`config.mk`:
```
export PLATFORM = sky130hd
export DESIGN_NAME = hms_countdown_relay_timer
export DESIGN_NICKNAME = d
export VERILOG_FILES = /design/src/rtl/core/hmsct_pkg.sv /design/src/rtl/core/hms_countdown_relay_timer.sv
export SDC_FILE = /design/constraint.sdc
export NUM_CORES = 1
export LEC_CHECK = 0
export BUFFER_PORTS_ARGS = -buffer_cell sky130_fd_sc_hd__buf_2
export CORE_ASPECT_RATIO = 2
export CORE_UTILIZATION = 46
export CTS_CLUSTER_DIAMETER = 120
export DETAILED_ROUTE_END_ITERATION = 8
export PLACE_DENSITY = 0.6
export SKIP_LAST_GASP = 1
export SLEW_MARGIN = 20
export SYNTH_ARGS = -nofsm -noshare
export SYNTH_HDL_FRONTEND = slang
export SYNTH_SLANG_ARGS = --single-unit
```
`constraint.sdc`:
```
create_clock -name clk_i -period 5.7 [get_ports clk_i]
set_input_delay 0.57 -clock clk_i [delete_from_list [all_inputs] [get_ports clk_i]]
set_output_delay 0.57 -clock clk_i [all_outputs]
set_load 0.02 [all_outputs]
```
`src/rtl/core/hmsct_pkg.sv`:
```
`timescale 1ns / 1ps
`default_nettype none
// ----------------------------------------------------------------------------
// hmsct_pkg
// Shared types and constants of the hours/minutes/seconds countdown relay timer.
// ----------------------------------------------------------------------------
package hmsct_pkg;

  // largest value a preset field can be set to
  localparam int unsigned FIELD_MAX      = 99;
  localparam int unsigned FIELD_W        = 7;
  localparam int unsigned TPS_W          = 16;
  localparam logic [15:0] TPS_RESET      = 16'd10000;
  localparam logic [6:0]  SIXTY_LESS_ONE = 7'd59;

  localparam int unsigned IN_TDATA_W  = 8;
  localparam int unsigned OUT_TDATA_W = 32;

  typedef enum logic [2:0] {
    MODE_BANNER = 3'd0,
    MODE_SET_S  = 3'd1,
    MODE_SET_M  = 3'd2,
    MODE_SET_H  = 3'd3,
    MODE_COUNT  = 3'd4,
    MODE_WAIT   = 3'd5
  } mode_e;

  // one field of the preset or running count
  typedef logic [FIELD_W-1:0] field_t;

  // adjust a preset: increment held at FIELD_MAX, then decrement held at zero
  function automatic field_t adjust_field(input field_t v, input logic up, input logic down);
    field_t r;
    r = v;
    if (up) begin
      if (r < field_t'(FIELD_MAX)) begin
        r = r + field_t'(1);
      end else begin
        r = field_t'(FIELD_MAX);
      end
    end
    if (down && (r != '0)) begin
      r = r - field_t'(1);
    end
    return r;
  endfunction

endpackage
`default_nettype wire

```
`src/rtl/core/hms_countdown_relay_timer.sv`:
```
`timescale 1ns / 1ps
`default_nettype none
// ----------------------------------------------------------------------------
// hms_countdown_relay_timer
// Button-driven hours/minutes/seconds countdown timer driving a relay.
// ----------------------------------------------------------------------------
// Usage:
//   s_axis carries one transaction per cycle of button events and a base tick:
//   tdata[0] base_tick, [1] inc, [2] dec, [3] next, [4] start, [7:5] zero.
//   m_axis returns exactly one status transaction per input transaction:
//   mode, relay drive, expiry pulse and the shown hours, minutes, seconds.
//   cfg_we_i/cfg_wdata_i write ticks_per_second (reset 10000); write it only
//   while no transaction is in flight.
// Flow:
//   a transaction is taken into an input register, processed in one pass of
//   logic into the output register and shown on m_axis from that register.
//   One transaction per cycle is sustained while m_axis_tready is high; the
//   single-pass update of the mode, presets, count and prescaler sets that figure.
// Reset:
//   rst_ni clears both stages, returns to banner mode with zero presets,
//   zero count, prescaler cleared and relay off.
// Stalls:
//   when m_axis_tready is low the result holds; the input register still
//   takes one more transaction, then s_axis_tready drops until space frees.
// ----------------------------------------------------------------------------
module hms_countdown_relay_timer (
  input  wire logic        clk_i,
  input  wire logic        rst_ni,
  // config: ticks_per_second
  input  wire logic        cfg_we_i,
  input  wire logic [15:0] cfg_wdata_i,
  input  wire logic        s_axis_tvalid,
  output logic             s_axis_tready,
  // base_tick, inc_pressed, dec_pressed, next_pressed, start_pressed, 3 zero bits
  input  wire logic [hmsct_pkg::IN_TDATA_W-1:0]  s_axis_tdata,
  output logic             m_axis_tvalid,
  input  wire logic        m_axis_tready,
  // mode[2:0], relay_on, expired, shown_hours[6:0], shown_minutes[6:0],
  // shown_seconds[6:0], 6 zero bits
  output logic [hmsct_pkg::OUT_TDATA_W-1:0] m_axis_tdata
);

  logic                    in_valid_q;
  logic [4:0]              in_data_q;
  logic                    out_valid_q;
  logic [hmsct_pkg::OUT_TDATA_W-1:0] out_data_q, out_data_d;
  logic                    out_free;
  logic                    fire;

  logic [hmsct_pkg::TPS_W-1:0] tps_q;
  logic [hmsct_pkg::TPS_W-1:0] presc_q, presc_d;
  hmsct_pkg::mode_e        mode_q, mode_d;
  hmsct_pkg::field_t       pre_s_q, pre_m_q, pre_h_q;
  hmsct_pkg::field_t       pre_s_d, pre_m_d, pre_h_d;
  hmsct_pkg::field_t       cnt_s_q, cnt_m_q, cnt_h_q;
  hmsct_pkg::field_t       cnt_s_d, cnt_m_d, cnt_h_d;
  logic                    relay_q, relay_d;
  logic                    expired;
  logic [hmsct_pkg::TPS_W:0] presc_inc;

  logic tick, inc, dec, nxt, start;

  assign tick  = in_data_q[0];
  assign inc   = in_data_q[1];
  assign dec   = in_data_q[2];
  assign nxt   = in_data_q[3];
  assign start = in_data_q[4];

  assign out_free      = !out_valid_q || m_axis_tready;
  assign fire          = in_valid_q && out_free;
  assign s_axis_tready = !in_valid_q || fire;
  assign m_axis_tvalid = out_valid_q;
  assign m_axis_tdata  = out_data_q;
  assign presc_inc     = {1'b0, presc_q} + 17'd1;

  always_comb begin
    mode_d  = mode_q;
    pre_s_d = pre_s_q;
    pre_m_d = pre_m_q;
    pre_h_d = pre_h_q;
    cnt_s_d = cnt_s_q;
    cnt_m_d = cnt_m_q;
    cnt_h_d = cnt_h_q;
    presc_d = presc_q;
    relay_d = relay_q;
    expired = 1'b0;

    unique case (mode_q) inside
      hmsct_pkg::MODE_BANNER: begin
        relay_d = 1'b0;
        mode_d  = hmsct_pkg::MODE_SET_S;
      end
      hmsct_pkg::MODE_SET_S, hmsct_pkg::MODE_SET_M, hmsct_pkg::MODE_SET_H: begin
        if (mode_q == hmsct_pkg::MODE_SET_S) begin
          pre_s_d = hmsct_pkg::adjust_field(pre_s_q, inc, dec);
        end else if (mode_q == hmsct_pkg::MODE_SET_M) begin
          pre_m_d = hmsct_pkg::adjust_field(pre_m_q, inc, dec);
        end else begin
          pre_h_d = hmsct_pkg::adjust_field(pre_h_q, inc, dec);
        end
        if (nxt) begin
          unique case (mode_q)
            hmsct_pkg::MODE_SET_S: mode_d = hmsct_pkg::MODE_SET_M;
            hmsct_pkg::MODE_SET_M: mode_d = hmsct_pkg::MODE_SET_H;
            default:               mode_d = hmsct_pkg::MODE_SET_S;
          endcase
        end else if (start) begin
          cnt_s_d = pre_s_d;
          cnt_m_d = pre_m_d;
          cnt_h_d = pre_h_d;
          presc_d = '0;
          mode_d  = hmsct_pkg::MODE_COUNT;
        end
      end
      hmsct_pkg::MODE_COUNT: begin
        if (tick) begin
          // a zero setting compares as one: every tick is a second
          if (presc_inc >= {1'b0, tps_q}) begin
            presc_d = '0;
            if (cnt_s_q != '0) begin
              cnt_s_d = cnt_s_q - 7'd1;
            end else if (cnt_m_q != '0) begin
              cnt_s_d = hmsct_pkg::SIXTY_LESS_ONE;
              cnt_m_d = cnt_m_q - 7'd1;
            end else if (cnt_h_q != '0) begin
              cnt_s_d = hmsct_pkg::SIXTY_LESS_ONE;
              cnt_m_d = hmsct_pkg::SIXTY_LESS_ONE;
              cnt_h_d = cnt_h_q - 7'd1;
            end
          end else begin
            presc_d = presc_inc[hmsct_pkg::TPS_W-1:0];
          end
        end
        if ((cnt_s_d == '0) && (cnt_m_d == '0) && (cnt_h_d == '0)) begin
          relay_d = 1'b1;
          expired = 1'b1;
          mode_d  = hmsct_pkg::MODE_WAIT;
        end
      end
      hmsct_pkg::MODE_WAIT: begin
        if (dec) begin
          mode_d = hmsct_pkg::MODE_BANNER;
        end
      end
      default: begin
        mode_d = hmsct_pkg::MODE_BANNER;
      end
    endcase

    out_data_d        = '0;
    out_data_d[2:0]   = mode_d;
    out_data_d[3]     = relay_d;
    out_data_d[4]     = expired;
    if ((mode_d == hmsct_pkg::MODE_COUNT) || (mode_d == hmsct_pkg::MODE_WAIT)) begin
      out_data_d[11:5]  = cnt_h_d;
      out_data_d[18:12] = cnt_m_d;
      out_data_d[25:19] = cnt_s_d;
    end else begin
      out_data_d[11:5]  = pre_h_d;
      out_data_d[18:12] = pre_m_d;
      out_data_d[25:19] = pre_s_d;
    end
  end

  always_ff @(posedge clk_i or negedge rst_ni) begin
    if (!rst_ni) begin
      in_valid_q  <= 1'b0;
      out_valid_q <= 1'b0;
      tps_q       <= hmsct_pkg::TPS_RESET;
      mode_q      <= hmsct_pkg::MODE_BANNER;
      pre_s_q     <= '0;
      pre_m_q     <= '0;
      pre_h_q     <= '0;
      cnt_s_q     <= '0;
      cnt_m_q     <= '0;
      cnt_h_q     <= '0;
      presc_q     <= '0;
      relay_q     <= 1'b0;
    end else begin
      if (cfg_we_i) begin
        tps_q <= cfg_wdata_i;
      end
      if (s_axis_tready) begin
        in_valid_q <= s_axis_tvalid;
      end
      if (out_free) begin
        out_valid_q <= in_valid_q;
      end
      if (fire) begin
        mode_q  <= mode_d;
        pre_s_q <= pre_s_d;
        pre_m_q <= pre_m_d;
        pre_h_q <= pre_h_d;
        cnt_s_q <= cnt_s_d;
        cnt_m_q <= cnt_m_d;
        cnt_h_q <= cnt_h_d;
        presc_q <= presc_d;
        relay_q <= relay_d;
      end
    end
  end

  // payload stages
  always_ff @(posedge clk_i) begin
    if (s_axis_tready && s_axis_tvalid) begin
      in_data_q <= s_axis_tdata[4:0];
    end
    if (fire) begin
      out_data_q <= out_data_d;
    end
  end

  assert property (@(posedge clk_i) disable iff (!rst_ni)
    fire && (mode_q == hmsct_pkg::MODE_BANNER)
    |=> (mode_q == hmsct_pkg::MODE_SET_S) && !relay_q)
    else $error("banner did not clear relay and enter set seconds");

  assert property (@(posedge clk_i) disable iff (!rst_ni)
    (mode_q == hmsct_pkg::MODE_SET_S) || (mode_q == hmsct_pkg::MODE_SET_M) ||
    (mode_q == hmsct_pkg::MODE_SET_H) || (mode_q == hmsct_pkg::MODE_COUNT)
    |-> !relay_q)
    else $error("relay on outside wait mode");

  assert property (@(posedge clk_i) disable iff (!rst_ni)
    fire && (mode_q == hmsct_pkg::MODE_COUNT) && expired
    |=> (mode_q == hmsct_pkg::MODE_WAIT) && relay_q &&
        (cnt_s_q == '0) && (cnt_m_q == '0) && (cnt_h_q == '0))
    else $error("expiry did not leave a zero count in wait mode");

  assert property (@(posedge clk_i) disable iff (!rst_ni)
    out_valid_q && out_data_q[4]
    |-> (out_data_q[2:0] == hmsct_pkg::MODE_WAIT) && out_data_q[3])
    else $error("expired result without wait mode and relay");

endmodule
`default_nettype wire
```
; Word level (Yosys, flattened, before mapping)
; Cells that the tools add are included.
[op_classes]
n_eq_ne = 10
order_cmp = 4
addsub = 10
n_mux = 67
n_reduce_logical = 25
[ops]
columns = op, n
row1 = 7-bit 2-to-1 mux, 49
row2 = 16-bit 2-to-1 mux, 4
row3 = 7-bit one-hot mux with 2 select lines, 3
row4 = 7-bit nonzero test, 6
row5 = "7-bit by 1-bit subtractor with 7-bit output, second input constant", 6
row6 = 16-bit one-hot mux with 2 select lines, 1
row7 = "7-bit by 1-bit adder with 7-bit output, second input constant", 3
row8 = 7-bit zero test, 3
row9 = "7-bit less-than comparator, second input constant", 3
row10 = 21-bit 2-to-1 mux, 1
row11 = "16-bit by 1-bit adder with 17-bit output, second input constant", 1
row12 = 17-bit by 16-bit greater-or-equal comparator with 1-bit output, 1
row13 = "3-bit equality test, second input constant", 4
row14 = 3-bit 2-to-1 mux, 4
row15 = 3-bit one-hot mux with 4 select lines, 1
row16 = 1-bit logical AND, 7
row17 = "3-bit by 2-bit equality test with 1-bit output, second input constant", 2
row18 = "2-bit != test, second input constant", 3
row19 = 5-bit AND reduction, 1
row20 = 2-bit one-hot mux with 2 select lines, 1
row21 = "3-bit by 1-bit equality test with 1-bit output, second input constant", 1
row22 = 3-bit zero test, 1
row23 = 1-bit logical OR, 3
row24 = 3-bit OR reduction, 1
row25 = 4 further kinds, 6
[word_totals]
input_bits = 29
reg_bits = 111
out_inout_bits = 34

; Logic depth before layout (Yosys ltp)
; Gate-level depths: netlist of the first run.
[logic_depth]
depth_word = 15
depth_mapped = 17
depth_no_buf = 15

; Worst setup path before layout of the first run
; No wires, ideal clock.
[synth_timing]
path_kind = register to register
from = reg presc_q[0] (netlist bit)
to = reg out_data_q (netlist bit m_axis_tdata[8]), data pin
path_stages_with_launch = 18
path_buffers = 2
setup_slack_ns = 1.993
synth_period_minus_slack_ns = 3.707
setup_time_ns = 0.260
t_arrival_ns = 3.447
path_cell_list = dfrtp_1 > ha_1 > nand4_1 > nor2_2 > and3_1 > xor2_1 > ha_1 > and4_1 > nor4b_1 > o311ai_0 > o221ai_1 > buf_2 > buf_2 > nand3_1 > nor2_1 > a31oi_1 > o211ai_1 > mux2_2
[synth_between]
elab_chain_cells = 13
[synth_rtl]
columns = item, line
row1 = start: declaration, hms_countdown_relay_timer.sv:51  ; logic [hmsct_pkg::TPS_W-1:0] presc_q, presc_d;
row2 = start signal: assignment, hms_countdown_relay_timer.sv:197  ; presc_q <= presc_d;
row3 = 16-bit by 1-bit adder with 17-bit output *, hms_countdown_relay_timer.sv:74  ; assign presc_inc = {1'b0, presc_q} + 17'd1;
row4 = 17-bit by 16-bit greater-or-equal comparator with 1-bit output *, hms_countdown_relay_timer.sv:118  ; if (presc_inc >= {1'b0, tps_q}) begin
row5 = 7-bit 2-to-1 mux, hms_countdown_relay_timer.sv:118
row6 = 7-bit 2-to-1 mux, hms_countdown_relay_timer.sv:116  ; if (tick) begin
row7 = 7-bit 2-to-1 mux, hms_countdown_relay_timer.sv:88  ; unique case (mode_q) inside
row8 = 7-bit zero test, hms_countdown_relay_timer.sv:134  ; if ((cnt_s_d == '0) && (cnt_m_d == '0) && (cnt_h_d == '0)) begin
row9 = 1-bit logical AND (2 in a row), hms_countdown_relay_timer.sv:134
row10 = 3-bit 2-to-1 mux, hms_countdown_relay_timer.sv:134
row11 = 3-bit one-hot mux with 4 select lines, hms_countdown_relay_timer.sv:88
row12 = 3-bit equality test, hms_countdown_relay_timer.sv:154  ; if ((mode_d == hmsct_pkg::MODE_COUNT) || (mode_d == hmsct_pkg::MODE_WAIT)) begin
row13 = 1-bit logical OR, hms_countdown_relay_timer.sv:154
row14 = 21-bit 2-to-1 mux *, hms_countdown_relay_timer.sv:154
row15 = net out_data_d (one bit), hms_countdown_relay_timer.sv:46  ; logic [hmsct_pkg::OUT_TDATA_W-1:0] out_data_q, out_data_d;
row16 = end signal: assignment, hms_countdown_relay_timer.sv:209  ; out_data_q <= out_data_d;
row17 = end: declaration, hms_countdown_relay_timer.sv:46
; Mark *: on every way through the listed nets, which the timed path passes. The rest lies on a longest branch. The select of a mux whose other input is x is not followed.
; A chain may end at the register's enable or synchronous reset.

; Worst setup path in the final report of the first run
[layout_timing]
from = reg presc_q[0] (netlist bit)
to = reg mode_q[0]
[layout_between]
elab_chain_cells = 10
[layout_rtl]
columns = item, line
row1 = 16-bit by 1-bit adder with 17-bit output *, hms_countdown_relay_timer.sv:74
row2 = 17-bit by 16-bit greater-or-equal comparator with 1-bit output *, hms_countdown_relay_timer.sv:118
row3 = 7-bit 2-to-1 mux, hms_countdown_relay_timer.sv:118
row4 = 7-bit 2-to-1 mux, hms_countdown_relay_timer.sv:116
row5 = 7-bit 2-to-1 mux, hms_countdown_relay_timer.sv:88
row6 = 7-bit zero test, hms_countdown_relay_timer.sv:134
row7 = 1-bit logical AND, hms_countdown_relay_timer.sv:134
row8 = 1-bit logical AND *, hms_countdown_relay_timer.sv:134
row9 = 3-bit 2-to-1 mux *, hms_countdown_relay_timer.sv:134
row10 = 3-bit one-hot mux with 4 select lines *, hms_countdown_relay_timer.sv:88
row11 = end signal: assignment, hms_countdown_relay_timer.sv:170  ; mode_q <= hmsct_pkg::MODE_BANNER;
row12 = end signal: assignment, hms_countdown_relay_timer.sv:190  ; mode_q <= mode_d;
row13 = end: declaration, hms_countdown_relay_timer.sv:52  ; hmsct_pkg::mode_e mode_q, mode_d;
; Every way passes the cells marked *; elsewhere a longest branch is shown, timed or not. The select of a mux whose other input is x is not followed.

==> reports/qor.csv, run 1 <==
metric,value,unit
Slowest cell on crit path,o221ai_2,
xor-xnor portion of the synthesized cell area,3.581,%
Max-Cap Viols,0,
crit-path max cell delay,0.61,ns
largest family of logic cells by synthesized area,simple AND/OR/NAND/NOR gates,
"EDFF count, synth",31,
combinational cell fraction of total power,48.8,%
simple-gate portion of the synthesized area,23.13,%
clk root buf,clkbuf_16,
WP data required,5.98,ns
P_int,2.059,mW
share of the synthesized area in the top cell type,23.98,%
max_slew headroom,40.33,%
number of synthesized register bits,111,
Vias per Instance,6.085,
PwrDens,464.5,nW/um^2
Clock Power Share,15.0,%
ys async rst share,72.07,%
Post-Layout Cell Count,1157,
vias in the first global route,6792,
Final period util,85.77,%
Clock Path Buffers,2,
Worst Skew,0.009536,ns
Synth Area in Compound Gates,22.89,%
Die H,186.5,um
initial drt markers,343,
number of iterations in the first detailed-routing pass,5,
worst path bufs/invs,1,
CP Cell Sequence,ha_1 > nand4_1 > nor2_2 > nand3_1 > xnor2_1 > ha_1 > and4_1 > nand4_1 > or2_2 > o221ai_2 > buf_4 > a31oi_1 > a211o_1 > nor4_1 > nand4_1 > a31oi_1,
dpl cells,1141,
crit path launch,presc_q[0]$_DFFE_PN0P_,
# H-tree levels,3,
Avg Inst Size Synth,8.417,um^2
final hold viol count,0,
Period minus WS final,4.889,ns
Residual DRC,0,
Gate Count Post-Synth,930,
routed wire length,21980,um
status,"complete, no violations",
dpl hpwl,16240,um
FMAX,204.6,MHz
Slew Limit Fails,0,
Pleak,3.556,nW
CP Depth,16,
most common cell in the netlist,nand2_1,
CP endpoint,mode_q[0]$_DFFE_PN0P_,
CTS tree,built,
CTS sink cnt,111,
fraction of synthesized area in multiplexers,2.877,%
CTS Buf Count,9,
Final ANT Viol Nets,0,
WL/cell,19.00,um
worst setup margin,0.8114,ns
total power,3.913,mW
Critical Path Fanout Max,15,
CP Data Arrival Time,5.16,ns
post-synth top area cell,dfrtp_1,
Worst R2R Setup Slack,0.81,ns
Die Wd,94.24,um
Hold WS,0.1563,ns
first-pass GRT wire length,35140,um
n_diodes,0,
main flop type after synthesis,dfrtp_1,
largest net degree at the start of global routing,55,
RSZ-0062 raised after global routing,false,
RePlAce Congestion,0.8828,
setup TNS,0,ns
core area,16680,um^2
yosys warns,0,
part of the power in registers,36.1,%
critical path launch point type,flip-flop,
synth cell count leaders,"nand2_1, dfrtp_1, o21ai_0, nor2_1, a21oi_1",
post_cts resized,0,
CP top delay family,simple AND/OR/NAND/NOR gates,
grt total ovfl,0,
kind of end point of the critical path,flip-flop,
gr usage total,26.13,%
die area,17570,um^2
sw frac,47.38,%
top post-synthesis cells by area,"dfrtp_1, edfxtp_1, nand2_1",
DR vias,7040,
area grow syn2layout,7.625,%
Port Buffer Count,53,
number of setup buffers added after CTS,0,
# hold bufs at CTS,0,
synth unique cells,80,
Starting Density,46.92,%
post-synth design cell area,7828,um^2
Final nets,1003,
DP Worst Slack,0.8252,ns
num ports,63,
Clock transition at path regs,0.07,ns
FF-to-FF path depth,16,
Slew @ Worst Pin,0.8951,ns
CP Class,reg -> reg,
terminus of the critical flop-to-flop path,mode_q[0]$_DFFE_PN0P_,
initial antenna violation count,0,
Final Util,50.50,%
adder-cell share of the synthesized area,4.636,%
Row Count,67,
Final Setup Violations,0,
Max VDD drop,0.1835,mV
Min-Delay Path Class,in -> async,
"Cell Area, Placed",8167,um^2
Worst-Skew Late Latency,0.36,ns
r2r startpoint,presc_q[0]$_DFFE_PN0P_,
Post-Layout Inst Area,8424,um^2
Switch Pwr,1.854,mW
post-synthesis sequential area ratio,37.55,%
layout cell share with drive strength beyond 1,12.32,%
cell mode on critical path,nand4_1,
-- how the worst min path moves through the flow --
stage | slack, ns | from | endpoint | depth (start not counted)
after floorplan | 0.27 | rst_ni | cnt_h_q[0]$_DFFE_PN0P_ | 0
after global placement | 0.47 | in_valid_q$_DFFE_PN0N_ | m_axis_tvalid$_DFFE_PN0P_ | 1
after detailed placement | 0.49 | in_valid_q$_DFFE_PN0N_ | m_axis_tvalid$_DFFE_PN0P_ | 1
after CTS | 0.17 | rst_ni | in_valid_q$_DFFE_PN0N_ | 1
after global routing | 0.20 | rst_ni | in_valid_q$_DFFE_PN0N_ | 1
final | 0.16 | rst_ni | in_valid_q$_DFFE_PN0N_ | 1
-- metal layers --
metal	routed length (um)	track usage (%)	part of all wire, %	vias to the layer above
met5	0	0	0	-
met4	1515	18.76	6.9	0
met3	753	3.138	3.4	76
met2	11950	47.05	54	203
met1	7763	26.82	35	3356
li1	-	-	-	3405
-- power by group through the flow --
stage          clock network [mW]  registers (mW)  logic (mW)
2_1_floorplan                   0            1.30        1.47
3_3_place_gp                    0            1.42        1.88
3_5_place_dp                    0            1.42        1.89
4_1_cts                     0.603            1.41        1.90
5_1_grt                     0.629            1.45        2.11
6_report                    0.588            1.41        1.91
-- state kept, by name, summed over array words and instances, names as in the netlist --
register       cells
cnt_h_q            7
cnt_m_q            7
cnt_s_q            7
in_data_q          5
in_valid_q         1
m_axis_tdata      26
m_axis_tvalid      1
mode_q             3
pre_h_q            7
pre_m_q            7
pre_s_q            7
presc_q           16
relay_q            1
tps_q             16
-- layout by cell type, fill, tap and decap left out, types with 11 or more instances in the layout --
cell type,netlist,final
edfxtp_1,31,31
dfrtp_1,75,75
inv_1,35,34
a22o_1,14,14
ha_1,29,29
o21ai_0,74,74
a211oi_1,11,11
xnor2_1,20,20
xor2_1,12,12
nand2_1,154,154
buf_2,13,52
mux2_2,12,12
a31oi_1,18,18
and3_1,14,14
nor3_1,27,27
a21oi_1,46,46
nand2b_1,11,11
nand3_1,27,27
nor2_1,68,68
nand4_1,14,14
-- cell type report --
type                    count  area, um^2
clock buffers              11       232.7
flip-flops and latches    111        2939
clock inverters             5       25.02
repair buffers             61       327.8
well taps                 207       259.0
multi-input cells         726        4506
fillers                  1658        8258
inverters                  36       135.1
-- worst reg2reg max path, cell delays in order, from the launching register on --
cell      delay [ns]
dfrtp_1         0.44
ha_1            0.30
nand4_1         0.23
nor2_2          0.34
nand3_1         0.14
xnor2_1         0.17
ha_1            0.30
and4_1          0.24
nand4_1         0.15
or2_2           0.31
o221ai_2        0.61
buf_4           0.28
a31oi_1         0.12
a211o_1         0.32
nor4_1          0.24
nand4_1         0.36
a31oi_1         0.27
-- logic make-up after synthesis --
logic type	count (synthesis)
and+or+nand+nor	376
AOI/OAI and AO/OA	262
DFF	111
buffers and inverters	98
xor gates and xnor gates	32
adders and majority gates	29
muxes	21
other	1
Note: power is estimated with default switching activity, not from simulation.
==> run 2: changes to the inputs <==
- MAX_ROUTING_LAYER: default -> met4
==> run 2 against run 1 <==
  * Non-clock buffer count unchanged
  * Core utilization unchanged
  * Hold slack improved by 0.0026 ns
  * Combinational power about the same
  * Setup slack improved by 0.014 ns
  * Flip-flop and latch count unchanged
  * Largest power group unchanged
  * Cell area unchanged
  * Global-route usage increased by 0.74 points
  * Sequential power about the same
  * Die area unchanged
  * Via count increased by 0.43%
  * Clock-buffer cell count unchanged
==> reports/qor.csv, run 2 (synthesis gave the netlist of run 1 again) <==
metric,value,unit,change
# hold bufs at CTS,0,,unchanged
P_int,2.059,mW,about the same
Row Count,67,,unchanged
RSZ-0062 raised after global routing,false,,
first-pass GRT wire length,35130,um,about the same
combinational cell fraction of total power,48.8,%,about the same
grt total ovfl,0,,unchanged
RePlAce Congestion,0.8976,,+1.7%
Residual DRC,0,,unchanged
Fillers,1658,,unchanged
CTS Buf Count,9,,unchanged
Critical Path Fanout Max,15,,unchanged
Die H,186.5,um,unchanged
Vias per Instance,6.111,,+0.43%
kind of end point of the critical path,flip-flop,,
Period minus WS final,4.875,ns,-0.01353 ns
Die Wd,94.24,um,unchanged
crit-path max cell delay,0.60,ns,about the same
max_slew headroom,40.47,%,+0.14 points
final hold viol count,0,,unchanged
sw frac,47.44,%,+0.062 points
Starting Density,46.92,%,unchanged
number of setup buffers added after CTS,0,,unchanged
Final ANT Viol Nets,0,,unchanged
clk root buf,clkbuf_16,,
Port Buffer Count,53,,unchanged
Min-Delay Path Class,in -> async,,
largest net degree at the start of global routing,55,,unchanged
Max-Cap Viols,0,,unchanged
initial drt markers,359,,+4.7%
r2r startpoint,presc_q[0]$_DFFE_PN0P_,,
Clock Power Share,15.1,%,about the same
num ports,63,,unchanged
routed wire length,21990,um,about the same
DR vias,7070,,+0.43%
"most common cell after layout, fill and taps aside",nand2_1,,
critical path launch point type,flip-flop,,
dpl hpwl,16240,um,unchanged
CP Class,reg -> reg,,
CTS tree,built,,
Slowest cell on crit path,o221ai_2,,
die area,17570,um^2,unchanged
CTS sink cnt,111,,unchanged
initial antenna violation count,0,,unchanged
Worst Skew,0.01029,ns,+0.0007504 ns
most frequent cells in the layout,"nand2_1, dfrtp_1, o21ai_0",,
WL/cell,19.00,um,about the same
layout cell share with drive strength beyond 1,12.32,%,unchanged
Clock transition at path regs,0.07,ns,about the same
CP Cell Sequence,ha_1 > nand4_1 > nor2_2 > nand3_1 > xnor2_1 > ha_1 > and4_1 > nand4_1 > or2_2 > o221ai_2 > buf_4 > a31oi_1 > a211o_1 > nor4_1 > nand4_1 > a31oi_1,,
area grow syn2layout,7.625,%,unchanged
FF-to-FF path depth,16,,unchanged
Max VDD drop,0.1848,mV,+0.72%
gr usage total,26.87,%,+0.74 points
Final Setup Violations,0,,unchanged
Pleak,3.556,nW,unchanged
post_cts resized,0,,unchanged
Worst-Skew Late Latency,0.36,ns,about the same
status,"complete, no violations",,
Final period util,85.53,%,-0.24 points
Slew Limit Fails,0,,unchanged
core area,16680,um^2,unchanged
number of iterations in the first detailed-routing pass,5,,unchanged
Slew @ Worst Pin,0.8897,ns,-0.005380 ns
vias in the first global route,6773,,-0.28%
FMAX,205.1,MHz,+0.28%
# H-tree levels,3,,unchanged
n_diodes,0,,unchanged
cell mode on critical path,nand4_1,,
Clock Path Buffers,2,,unchanged
WP data required,5.98,ns,about the same
PwrDens,465.1,nW/um^2,+0.12%
Worst R2R Setup Slack,0.82,ns,about the same
Hold WS,0.1588,ns,+0.002583 ns
part of the power in registers,36.1,%,about the same
max FFs per register,26,,unchanged
Switch Pwr,1.859,mW,+0.25%
terminus of the critical flop-to-flop path,mode_q[0]$_DFFE_PN0P_,,
setup TNS,0,ns,unchanged
Final nets,1003,,unchanged
CP Data Arrival Time,5.15,ns,about the same
==> run 2: cell counts in the layout (fill, tap and decap cells not counted) <==
Identical to the previous run, type by type.
==> run 2: critical path, delay by kind of cell (launching register included) <==
family | cells | cell delay, ns
simple gates | 8 | 1.99
compound gates | 4 | 1.31
fa+ha+maj | 2 | 0.60
flops | 1 | 0.44
buf+inv | 1 | 0.28
xor+xnor | 1 | 0.16
==> run 2: power groups by stage <==
stage	Combinational, mW	Sequential (mW)	Clock, mW
after CTS	1.90	1.41	0.603
after detailed placement	1.89	1.42	0
after global placement	1.88	1.42	0
final	1.91	1.41	0.593
after global routing	2.11	1.45	0.625
after floorplan	1.47	1.30	0
==> run 2: metal layers <==
metal | global-route usage, % | vias up | share of wire [%]
li1 | - | 3406 | -
met1 | 26.85 | 3392 | 36
met2 | 47.13 | 178 | 54
met3 | 2.567 | 94 | 2.9
met4 | 19.17 | 0 | 7.2
met5 | - | - | 0
==> run 2: worst max path at each step <==
stage / start / endpoint / slack [ns]
floorplan: presc_q[0]$_DFFE_PN0P_ / m_axis_tdata[8]$_DFFE_PP_ / 1.99
global placement: presc_q[0]$_DFFE_PN0P_ / mode_q[0]$_DFFE_PN0P_ / 0.95
CTS: presc_q[0]$_DFFE_PN0P_ / mode_q[0]$_DFFE_PN0P_ / 0.80
finish: presc_q[0]$_DFFE_PN0P_ / mode_q[0]$_DFFE_PN0P_ / 0.82
detailed placement: presc_q[0]$_DFFE_PN0P_ / mode_q[0]$_DFFE_PN0P_ / 0.83
global route: presc_q[0]$_DFFE_PN0P_ / mode_q[0]$_DFFE_PN0P_ / 0.38
==> run 2: area by class of cell <==
| type | instances | area, um^2 | area share [%] |
|---|---|---|---|
| flip-flops and latches | 111 | 2939 | 34.89 |
| multi-input cells | 726 | 4506 | 53.48 |
| clock buffers | 11 | 232.7 | 2.763 |
| clock inverters | 5 | 25.02 | 0.2970 |
| well taps | 207 | 259.0 | 3.074 |
| inverters | 36 | 135.1 | 1.604 |
| repair buffers | 61 | 327.8 | 3.891 |
==> run 2: metrics by stage <==
step	cells	instance area (um^2)	utilization [%]	power (mW)	setup WS [ns]
2_1_floorplan	935	7846	-	2.770	1.993
3_3_place_gp	1141	8167	48.95	3.299	0.9478
3_5_place_dp	1141	8167	48.95	3.316	0.8252
4_1_cts	1157	8424	50.50	3.912	0.8042
5_1_grt	1157	8424	50.50	4.191	0.3802
6_report	1157	8424	50.50	3.918	0.8249
